==> config.mk <==
export PLATFORM = sky130hd
export DESIGN_NAME = trackpad_haptic_pulse_generator
export DESIGN_NICKNAME = d
export VERILOG_FILES = /design/src/rtl/thp_pkg.sv /design/src/rtl/thp_dir.sv /design/src/rtl/thp_pad.sv /design/src/rtl/trackpad_haptic_pulse_generator.sv
export SDC_FILE = /design/constraint.sdc
export NUM_CORES = 2
export LEC_CHECK = 0
export BUFFER_PORTS_ARGS = -buffer_cell sky130_fd_sc_hd__buf_2
export CAP_MARGIN = 10
export CORE_MARGIN = 4
export CORE_UTILIZATION = 65
export CTS_BUF_LIST = sky130_fd_sc_hd__clkbuf_8
export CTS_CLUSTER_SIZE = 28
export DETAILED_ROUTE_END_ITERATION = 12
export PLACE_DENSITY = 0.83
export SETUP_SLACK_MARGIN = 0.05
export SLEW_MARGIN = 20
export SYNTH_ARGS = -nofsm -noshare
export SYNTH_HDL_FRONTEND = slang
export SYNTH_HIERARCHICAL = 1
export SYNTH_SLANG_ARGS = --single-unit
==> constraint.sdc <==
create_clock -name clk_i -period 17.3 [get_ports clk_i]
set_input_delay 0 -clock clk_i [delete_from_list [all_inputs] [get_ports clk_i]]
set_output_delay 0 -clock clk_i [all_outputs]
set_load 0.1 [all_outputs]
==> src/rtl/thp_pkg.sv <==
package thp_pkg;

  // Field widths of one report, one result and the configuration registers
  localparam int unsigned TimeW     = 32;
  localparam int unsigned CoordW    = 16;
  localparam int unsigned DirW      = 4;
  localparam int unsigned ThreshW   = 17;
  localparam int unsigned IntervalW = 16;
  localparam int unsigned DeadzoneW = 16;
  localparam int unsigned CfgIdxW   = 3;
  localparam int unsigned CfgDataW  = 17;

  // Packed stream widths, rounded up to whole bytes
  localparam int unsigned InFieldsW  = TimeW + 4 + 4 * CoordW;
  localparam int unsigned InDataW    = ((InFieldsW + 7) / 8) * 8;
  localparam int unsigned OutFieldsW = 4 + 2 * DirW;
  localparam int unsigned OutDataW   = ((OutFieldsW + 7) / 8) * 8;

  // tan(40) and tan(50) in Q16, both odd so nonzero points never tie
  localparam logic [16:0] Tan40Q16 = 17'd54991;
  localparam logic [16:0] Tan50Q16 = 17'd78103;

  // D-pad direction bits
  localparam logic [DirW-1:0] DirNone  = 4'b0000;
  localparam logic [DirW-1:0] DirUp    = 4'b0001;
  localparam logic [DirW-1:0] DirRight = 4'b0010;
  localparam logic [DirW-1:0] DirDown  = 4'b0100;
  localparam logic [DirW-1:0] DirLeft  = 4'b1000;

  // Register reset values
  localparam logic [ThreshW-1:0]   MoveThresholdRst = 17'd1800;
  localparam logic [IntervalW-1:0] PulseIntervalRst = 16'd22;
  localparam logic [DeadzoneW-1:0] DpadDeadzoneRst  = 16'd9000;

  // Configuration register indexes
  typedef enum logic [CfgIdxW-1:0] {
    RegMotionMode   = 3'd0,
    RegMouseEnable  = 3'd1,
    RegMouseOnLeft  = 3'd2,
    RegDpadEnable   = 3'd3,
    RegDpadOnRight  = 3'd4,
    RegMoveThresh   = 3'd5,
    RegPulseInterval = 3'd6,
    RegDpadDeadzone = 3'd7
  } thp_reg_e;

  // Role of one pad
  typedef struct packed {
    logic dpad;
    logic mouse;
    logic native;
  } thp_role_t;

  // Shared thresholds
  typedef struct packed {
    logic [ThreshW-1:0]   move_threshold;
    logic [IntervalW-1:0] pulse_interval;
    logic [DeadzoneW-1:0] dpad_deadzone;
  } thp_cfg_t;

  // Per-pad result
  typedef struct packed {
    logic            strong_pulse;
    logic            soft_pulse;
    logic [DirW-1:0] dir;
  } thp_pad_res_t;

  // Input report, first field in the lowest bits
  typedef struct packed {
    logic [InDataW-InFieldsW-1:0] fill;
    logic signed [CoordW-1:0]     right_y;
    logic signed [CoordW-1:0]     right_x;
    logic signed [CoordW-1:0]     left_y;
    logic signed [CoordW-1:0]     left_x;
    logic                         right_click;
    logic                         left_click;
    logic                         right_touch;
    logic                         left_touch;
    logic [TimeW-1:0]             time_ms;
  } thp_in_t;

  // Result item, first field in the lowest bits
  typedef struct packed {
    logic [OutDataW-OutFieldsW-1:0] fill;
    logic [DirW-1:0]                right_direction;
    logic [DirW-1:0]                left_direction;
    logic                           right_soft;
    logic                           left_soft;
    logic                           right_strong;
    logic                           left_strong;
  } thp_out_t;

endpackage

==> src/rtl/thp_dir.sv <==
module thp_dir (
  input  logic signed [thp_pkg::CoordW-1:0]    x_i,
  input  logic signed [thp_pkg::CoordW-1:0]    y_i,
  input  logic        [thp_pkg::DeadzoneW-1:0] deadzone_i,
  output logic        [thp_pkg::DirW-1:0]      dir_o
);
  import thp_pkg::*;

  logic signed [CoordW:0] xe, ye;
  logic [CoordW:0]        ax, ay;
  logic [32:0]            ys;
  logic [33:0]            xs40, xs50;
  logic [DirW-1:0]        hx, vy;
  logic                   in_dz;

  // Magnitudes, 17 bits so that -32768 fits
  assign xe = {x_i[CoordW-1], x_i};
  assign ye = {y_i[CoordW-1], y_i};
  assign ax = xe[CoordW] ? (CoordW+1)'(-xe) : (CoordW+1)'(xe);
  assign ay = ye[CoordW] ? (CoordW+1)'(-ye) : (CoordW+1)'(ye);

  assign in_dz = (ax < {1'b0, deadzone_i}) && (ay < {1'b0, deadzone_i});

  // Sector boundaries by tangent compare
  assign ys   = {ay, 16'b0};
  assign xs40 = 34'(ax) * 34'(Tan40Q16);
  assign xs50 = 34'(ax) * 34'(Tan50Q16);

  assign hx = x_i[CoordW-1] ? DirLeft : DirRight;
  assign vy = y_i[CoordW-1] ? DirDown : DirUp;

  always_comb begin
    if (in_dz) begin
      dir_o = DirNone;
    end else if (ax == '0 && ay == '0) begin
      dir_o = DirRight;
    end else if ({1'b0, ys} < xs40) begin
      dir_o = hx;
    end else if ({1'b0, ys} < xs50) begin
      dir_o = hx | vy;
    end else begin
      dir_o = vy;
    end
  end

endmodule

==> src/rtl/thp_pad.sv <==
module thp_pad (
  input  logic                              clk_i,
  input  logic                              rst_ni,
  input  logic                              step_i,
  input  logic                              clear_i,
  input  thp_pkg::thp_role_t                role_i,
  input  thp_pkg::thp_cfg_t                 cfg_i,
  input  logic        [thp_pkg::TimeW-1:0]  now_i,
  input  logic                              touch_i,
  input  logic                              click_i,
  input  logic signed [thp_pkg::CoordW-1:0] x_i,
  input  logic signed [thp_pkg::CoordW-1:0] y_i,
  output thp_pkg::thp_pad_res_t             res_o
);
  import thp_pkg::*;

  // Pad history
  logic                     prev_click_q, prev_click_d;
  logic [DirW-1:0]          prev_dir_q, prev_dir_d;
  logic                     prev_touch_q, prev_touch_d;
  logic signed [CoordW-1:0] anchor_x_q, anchor_x_d;
  logic signed [CoordW-1:0] anchor_y_q, anchor_y_d;
  logic [TimeW-1:0]         last_pulse_q, last_pulse_d;
  logic                     pulsed_q, pulsed_d;

  logic                   eligible, takes_touch, now_click;
  logic                   cpulse, dpulse, strong_pulse, soft_pulse;
  logic                   moved, elapsed;
  logic [DirW-1:0]        mask, dir;
  logic signed [CoordW:0] dx, dy;
  logic [CoordW:0]        adx, ady;
  logic [ThreshW-1:0]     travel;
  logic [TimeW-1:0]       since;

  thp_dir u_dir (
    .x_i        (x_i),
    .y_i        (y_i),
    .deadzone_i (cfg_i.dpad_deadzone),
    .dir_o      (mask)
  );

  // Click and d-pad pulses
  assign eligible     = role_i.mouse | role_i.native | role_i.dpad;
  assign takes_touch  = (role_i.mouse | role_i.native) & touch_i;
  assign now_click    = eligible & click_i;
  assign cpulse       = now_click != prev_click_q;
  assign dir          = (role_i.dpad && now_click) ? mask : DirNone;
  assign dpulse       = role_i.dpad & now_click & ~cpulse & (dir != prev_dir_q);
  assign strong_pulse = cpulse | dpulse;

  // Travel from anchor
  assign dx     = {x_i[CoordW-1], x_i} - {anchor_x_q[CoordW-1], anchor_x_q};
  assign dy     = {y_i[CoordW-1], y_i} - {anchor_y_q[CoordW-1], anchor_y_q};
  assign adx    = dx[CoordW] ? (CoordW+1)'(-dx) : (CoordW+1)'(dx);
  assign ady    = dy[CoordW] ? (CoordW+1)'(-dy) : (CoordW+1)'(dy);
  assign travel = ThreshW'(adx) + ThreshW'(ady);

  assign moved      = prev_touch_q && (travel >= cfg_i.move_threshold);
  assign since      = now_i - last_pulse_q;
  assign elapsed    = !pulsed_q || (since >= TimeW'(cfg_i.pulse_interval));
  assign soft_pulse = takes_touch & moved & ~strong_pulse & elapsed;

  // Next history
  always_comb begin
    prev_click_d = prev_click_q;
    prev_dir_d   = prev_dir_q;
    prev_touch_d = prev_touch_q;
    anchor_x_d   = anchor_x_q;
    anchor_y_d   = anchor_y_q;
    last_pulse_d = last_pulse_q;
    pulsed_d     = pulsed_q;
    if (clear_i) begin
      prev_click_d = 1'b0;
      prev_dir_d   = DirNone;
      prev_touch_d = 1'b0;
    end else if (step_i) begin
      prev_click_d = now_click;
      prev_dir_d   = dir;
      prev_touch_d = takes_touch;
      if (strong_pulse || soft_pulse) begin
        last_pulse_d = now_i;
        pulsed_d     = 1'b1;
      end
      if (soft_pulse || (takes_touch && !prev_touch_q)) begin
        anchor_x_d = x_i;
        anchor_y_d = y_i;
      end
    end
  end

  always_ff @(posedge clk_i or negedge rst_ni) begin
    if (!rst_ni) begin
      prev_click_q <= 1'b0;
      prev_dir_q   <= DirNone;
      prev_touch_q <= 1'b0;
      anchor_x_q   <= '0;
      anchor_y_q   <= '0;
      last_pulse_q <= '0;
      pulsed_q     <= 1'b0;
    end else begin
      prev_click_q <= prev_click_d;
      prev_dir_q   <= prev_dir_d;
      prev_touch_q <= prev_touch_d;
      anchor_x_q   <= anchor_x_d;
      anchor_y_q   <= anchor_y_d;
      last_pulse_q <= last_pulse_d;
      pulsed_q     <= pulsed_d;
    end
  end

  assign res_o.strong_pulse = strong_pulse;
  assign res_o.soft_pulse   = soft_pulse;
  assign res_o.dir          = dir;

endmodule

==> src/rtl/trackpad_haptic_pulse_generator.sv <==
// A report accepted into the input register passes through both pads into the result
// register, which drives the result port; a stalled result port holds it back.
// Throughput: one report per cycle while the result port is not stalled; the input
// register and the result register each take a new transaction when empty or drained.
// Reset (rst_ni low, asynchronous): pad history, anchors and pulse times go to
// zero, configuration returns to its defaults, both stages are emptied.
module trackpad_haptic_pulse_generator (
  input  logic                                clk_i,
  input  logic                                rst_ni,
  // Input reports
  input  logic                                s_axis_tvalid,
  output logic                                s_axis_tready,
  // [31:0] time_ms, [32] left_touch, [33] right_touch, [34] left_click,
  // [35] right_click, [51:36] left_x, [67:52] left_y, [83:68] right_x,
  // [99:84] right_y, [103:100] zero
  input  logic [thp_pkg::InDataW-1:0]         s_axis_tdata,
  // Results
  output logic                                m_axis_tvalid,
  input  logic                                m_axis_tready,
  // [0] left_strong, [1] right_strong, [2] left_soft, [3] right_soft,
  // [7:4] left_direction, [11:8] right_direction, [15:12] zero
  output logic [thp_pkg::OutDataW-1:0]        m_axis_tdata,
  // Configuration writes
  input  logic                                cfg_we_i,
  input  logic [thp_pkg::CfgIdxW-1:0]         cfg_idx_i,
  input  logic [thp_pkg::CfgDataW-1:0]        cfg_data_i
);
  import thp_pkg::*;

  // Configuration registers
  logic                 motion_mode_q, mouse_enable_q, mouse_on_left_q;
  logic                 dpad_enable_q, dpad_on_right_q;
  logic [ThreshW-1:0]   move_threshold_q;
  logic [IntervalW-1:0] pulse_interval_q;
  logic [DeadzoneW-1:0] dpad_deadzone_q;

  // Pipeline registers
  logic     in_vld_q, in_vld_d;
  thp_in_t  in_q;
  logic     out_vld_q, out_vld_d;
  thp_out_t out_q, out_d;

  logic         adv, step, load;
  logic         mouse_on;
  thp_role_t    role_l, role_r;
  thp_cfg_t     cfg;
  thp_pad_res_t res_l, res_r;

  always_ff @(posedge clk_i or negedge rst_ni) begin
    if (!rst_ni) begin
      motion_mode_q    <= 1'b0;
      mouse_enable_q   <= 1'b0;
      mouse_on_left_q  <= 1'b0;
      dpad_enable_q    <= 1'b0;
      dpad_on_right_q  <= 1'b0;
      move_threshold_q <= MoveThresholdRst;
      pulse_interval_q <= PulseIntervalRst;
      dpad_deadzone_q  <= DpadDeadzoneRst;
    end else if (cfg_we_i) begin
      case (thp_reg_e'(cfg_idx_i))
        RegMotionMode:    motion_mode_q    <= cfg_data_i[0];
        RegMouseEnable:   mouse_enable_q   <= cfg_data_i[0];
        RegMouseOnLeft:   mouse_on_left_q  <= cfg_data_i[0];
        RegDpadEnable:    dpad_enable_q    <= cfg_data_i[0];
        RegDpadOnRight:   dpad_on_right_q  <= cfg_data_i[0];
        RegMoveThresh:    move_threshold_q <= cfg_data_i[ThreshW-1:0];
        RegPulseInterval: pulse_interval_q <= cfg_data_i[IntervalW-1:0];
        RegDpadDeadzone:  dpad_deadzone_q  <= cfg_data_i[DeadzoneW-1:0];
        default: ;
      endcase
    end
  end

  // Pad roles; d-pad in motion mode locks out the mouse
  assign mouse_on      = mouse_enable_q & ~(motion_mode_q & dpad_enable_q);
  assign role_l.dpad   = dpad_enable_q & ~dpad_on_right_q;
  assign role_r.dpad   = dpad_enable_q & dpad_on_right_q;
  assign role_l.mouse  = mouse_on & mouse_on_left_q;
  assign role_r.mouse  = mouse_on & ~mouse_on_left_q;
  assign role_l.native = motion_mode_q & ~role_l.mouse & ~role_l.dpad;
  assign role_r.native = motion_mode_q & ~role_r.mouse & ~role_r.dpad;

  assign cfg.move_threshold = move_threshold_q;
  assign cfg.pulse_interval = pulse_interval_q;
  assign cfg.dpad_deadzone  = dpad_deadzone_q;

  // Handshake: result stage frees when empty or drained
  assign adv           = !out_vld_q || m_axis_tready;
  assign step          = in_vld_q && adv;
  assign s_axis_tready = !in_vld_q || adv;
  assign load          = s_axis_tvalid && s_axis_tready;
  assign in_vld_d      = load ? 1'b1 : (step ? 1'b0 : in_vld_q);
  assign out_vld_d     = adv ? in_vld_q : out_vld_q;

  always_ff @(posedge clk_i or negedge rst_ni) begin
    if (!rst_ni) begin
      in_vld_q  <= 1'b0;
      out_vld_q <= 1'b0;
    end else begin
      in_vld_q  <= in_vld_d;
      out_vld_q <= out_vld_d;
    end
  end

  // Payload registers
  always_ff @(posedge clk_i) begin
    if (load) begin
      in_q <= thp_in_t'(s_axis_tdata);
    end
    if (step) begin
      out_q <= out_d;
    end
  end

  thp_pad u_pad_l (
    .clk_i   (clk_i),
    .rst_ni  (rst_ni),
    .step_i  (step),
    .clear_i (cfg_we_i),
    .role_i  (role_l),
    .cfg_i   (cfg),
    .now_i   (in_q.time_ms),
    .touch_i (in_q.left_touch),
    .click_i (in_q.left_click),
    .x_i     (in_q.left_x),
    .y_i     (in_q.left_y),
    .res_o   (res_l)
  );

  thp_pad u_pad_r (
    .clk_i   (clk_i),
    .rst_ni  (rst_ni),
    .step_i  (step),
    .clear_i (cfg_we_i),
    .role_i  (role_r),
    .cfg_i   (cfg),
    .now_i   (in_q.time_ms),
    .touch_i (in_q.right_touch),
    .click_i (in_q.right_click),
    .x_i     (in_q.right_x),
    .y_i     (in_q.right_y),
    .res_o   (res_r)
  );

  // Pack result transaction
  always_comb begin
    out_d                 = '0;
    out_d.left_strong     = res_l.strong_pulse;
    out_d.right_strong    = res_r.strong_pulse;
    out_d.left_soft       = res_l.soft_pulse;
    out_d.right_soft      = res_r.soft_pulse;
    out_d.left_direction  = res_l.dir;
    out_d.right_direction = res_r.dir;
  end

  assign m_axis_tvalid = out_vld_q;
  assign m_axis_tdata  = out_q;

endmodule
==> flow_summary.yaml <==
place:
  hpwl_um: 122000
  place_inst: 7046
  pre_cts_ws_ns: 2.70
  gpl.final_weighted_congestion: 1.02
  buffer_ports.inserted: 138
clocking:
  clk_pin_slew_ns: 0.08
  cts.sink_count: 310
  post_cts.resized_instances: 0
  maximum_clock_insertion_buffer_count: 3
  htree_num_levels: 2
  post-cts-setup-buffer-count: 0
  cts_tree: "built"
  clk_root_buffer_cell: "clkbuf_8"
  post_cts_hold_buffer_count: 191
  cts_inserted_buffers: 57
  clock_latency_ns: 0.71
die:
  initial_core_util: 0.657
  fp.dieW_um: 291
  floorplan.rows: 103
  fp.dieH_um: 291
  fp.dieArea_um2: 84400
  ioPinCount: 147
  core_area_um2: 79000
global_routing:
  grt_pass1_vias: 46300
  overflow: 0
  antenna_found_initial: 10
  global_route_wire_length_before_repair_um: 251000
  largest_net_degree_at_the_start_of_global_routing: 128
  global_route.usage.total: 0.370
timing:
  fmax_mhz: 67.3
  min_period_ns: 14.86
  setup_tns_ns: 0
  finalHoldViolations: 5
  finClkSkew_ns: 0.0293
  hold_slack_ns: -0.0145
  grt_setup_unrepaired: "no"
  max_slew_vio_count: 0
  final_critical_path_setup_slack_ns: 2.44
  slew_headroom: 0.0726
  tightestPinTransition_ns: 1.38
  post-route-period-util: 0.859
  number_of_failing_setup_endpoints_in_the_final_timing_report: 0
critical_path:
  rr_startpoint: "in_q[68]$_DFFE_PP_"
  worstPathRequired_ns: 17.86
  critical_path_class: "flop to flop"
  setup.worst_path.start_class: "flop"
  reg2reg_depth: 45
  crit_fanout: 32
  critical-path-slowest-cell: "a31oi_1"
  cp-end-kind: "flop"
  rrSetupSlack_ns: 2.44
  crit_arrival_ns: 15.42
  r2r_end: "u_pad_r/last_pulse_q[27]$_DFFE_PN0P_"
  worst_path_largest_cell_delay_ns: 0.73
run_status:
  run_status: "complete, but fails checks"
  violated_checks: "negative hold slack"
routing:
  detail_route.iter0.violations: 4440
  vias: 46300
  drcViolationCount: 0
  detail_route.wirelength_um: 161000
  drt.antenna.violating_nets: 0
  detail_route.vias_per_cell: 6.30
  firstDrtPassIters: 9
  avgRoutedWirePerCell_um: 21.9
synthesis:
  synth-edff-count: 112
  synth-async-reset-ratio: 0.639
  syn-instance-count: 5905
  synth.avg_cell_area_um2: 8.79
  post_synth_instance_area_um2: 51900
  synth_sequential_area_ratio: 0.161
  synth-main-ff-cell: "dfrtp_1"
  synth_warnings: 6
  ff_latch_count_synth: 310
  synthDistinctLibCells: 113
layout:
  post-route-util: 0.723
  flow.area_growth_from_synthesis_pct: 10.1
  final_layout_size_suffix_gt1_frac: 0.0773
  fill_cells: 5911
  nets: 7629
  layout.cells.non_filler: 7352
flow_run:
  maxCapViolCount: 0
min_path:
  timing.hold.worst.class: "input port to async pin"
flip-flops by register name, summed over array words and instances, names as in the netlist, 16 cells and up:
name / flops
dpad_deadzone_q: 16
in_q: 100
move_threshold_q: 17
pulse_interval_q: 16
u_pad_l/anchor_x_q: 16
u_pad_l/anchor_y_q: 16
u_pad_l/last_pulse_q: 32
u_pad_r/anchor_x_q: 16
u_pad_r/anchor_y_q: 16
u_pad_r/last_pulse_q: 32
synthesized netlist by cell type (all sizes together), types with 34 or more instances:
master  number  area share
nor4        34      0.0042
nand2      243       0.018
nand4      126       0.015
nor2       273       0.020
o21a        68      0.0098
a31oi       36      0.0043
mux2        91       0.021
and3        39      0.0047
o32a        34      0.0066
clkbuf      89      0.0065
o211ai      97       0.014
xnor2      249       0.042
nand2b      56      0.0068
nand3      124       0.012
dfrtp      186       0.090
nor2b       54      0.0065
o31ai       45      0.0070
inv       1122       0.081
xor2       143       0.025
a21o       149       0.022
a21oi      308       0.030
a211oi      38      0.0056
edfxtp     112       0.065
nor3       129       0.013
buf         61      0.0075
o21ai      220       0.022
fa         350        0.14
ha         902        0.22
a211o       46      0.0078
metal layers:
| layer | GRT usage | vias to the layer above | share of wire |
|---|---|---|---|
| met5 | 0 | - | 0.00039 |
| met4 | 0.255 | 10 | 0.085 |
| met1 | 0.457 | 21900 | 0.38 |
| li1 | - | 21200 | - |
| met3 | 0.0704 | 694 | 0.087 |
| met2 | 0.589 | 2450 | 0.44 |
worst max-delay path by stage:
stage	startpoint	end	cells past startpoint
after floorplan	in_q[76]$_DFFE_PP_	u_pad_r/last_pulse_q[1]$_DFFE_PN0P_	44
after global placement	in_q[68]$_DFFE_PP_	u_pad_r/last_pulse_q[2]$_DFFE_PN0P_	45
after detailed placement	in_q[68]$_DFFE_PP_	u_pad_r/last_pulse_q[27]$_DFFE_PN0P_	45
after CTS	in_q[68]$_DFFE_PP_	u_pad_r/last_pulse_q[27]$_DFFE_PN0P_	45
after global routing	in_q[68]$_DFFE_PP_	u_pad_r/last_pulse_q[20]$_DFFE_PN0P_	46
final	in_q[68]$_DFFE_PP_	u_pad_r/last_pulse_q[27]$_DFFE_PN0P_	45
cells in the final DEF (no fill, tap or decap), types with 36 or more instances in the layout:
master,synthesis,final
a31oi_1,36,36
nand2b_1,56,56
a211o_1,46,46
nor2b_1,54,51
nand4_1,125,125
nand2_1,243,243
dfrtp_1,186,186
and3_1,39,39
inv_1,1119,1134
o31ai_1,43,43
a211oi_1,37,36
edfxtp_1,112,112
ha_1,902,902
buf_2,26,137
nor3_1,126,126
mux2_2,68,68
fa_1,350,350
conb_1,5,38
clkbuf_8,0,68
o211ai_1,97,97
xnor2_1,247,247
o21a_1,68,66
nor2_1,272,272
a21oi_1,306,306
buf_4,12,70
a21o_1,149,149
dlygate4sd3_1,0,191
o21ai_0,205,204
nand3_1,123,123
xor2_1,141,141
critical path, delay by kind of cell, from the launching register on:
family                     cells  cell delay, ns
adders and majority gates      9            4.11
xor gates and xnor gates       3            0.98
DFF                            1            0.35
and+or+nand+nor               10            3.03
AOI/OAI and AO/OA             14            4.31
buffers and inverters          9            1.86
kinds of logic (layout without fill, tap and decap cells):
family | after synthesis | count (layout) | synth area share
compound gates | 1300 | 1300 | 0.172
xor+xnor | 394 | 394 | 0.0678
fa+ha+maj | 1252 | 1252 | 0.352
buf+inv | 1277 | 1636 | 0.0955
flops | 310 | 310 | 0.161
mux | 112 | 112 | 0.0252
other cells | 5 | 43 | 0.000362
simple gates | 1255 | 1255 | 0.126
per-stage QoR:
step                      hold WS (ns)  instance area (um^2)
after global routing            0.0122                 57100
final                          -0.0145                 57100
after CTS                     0.000912                 57100
after detailed placement         0.178                 53900
after floorplan                 -0.296                 52000
after global placement           0.176                 53900
area by class of cell:
class                   instances  area (um^2)  area share
clock buffers                  68          936      0.0164
inverters                    1127         4230      0.0740
flip-flops and latches        310         8330       0.146
multi-input cells            4351        38800       0.679
well taps                    1050         1310      0.0230
clock inverters                40          338     0.00591
repair buffers                401         3170      0.0555
diodes                          5         12.5    0.000219
Power is not shown: default switching activity piles up to over one toggle a cycle in this logic, so the estimate is an artifact.
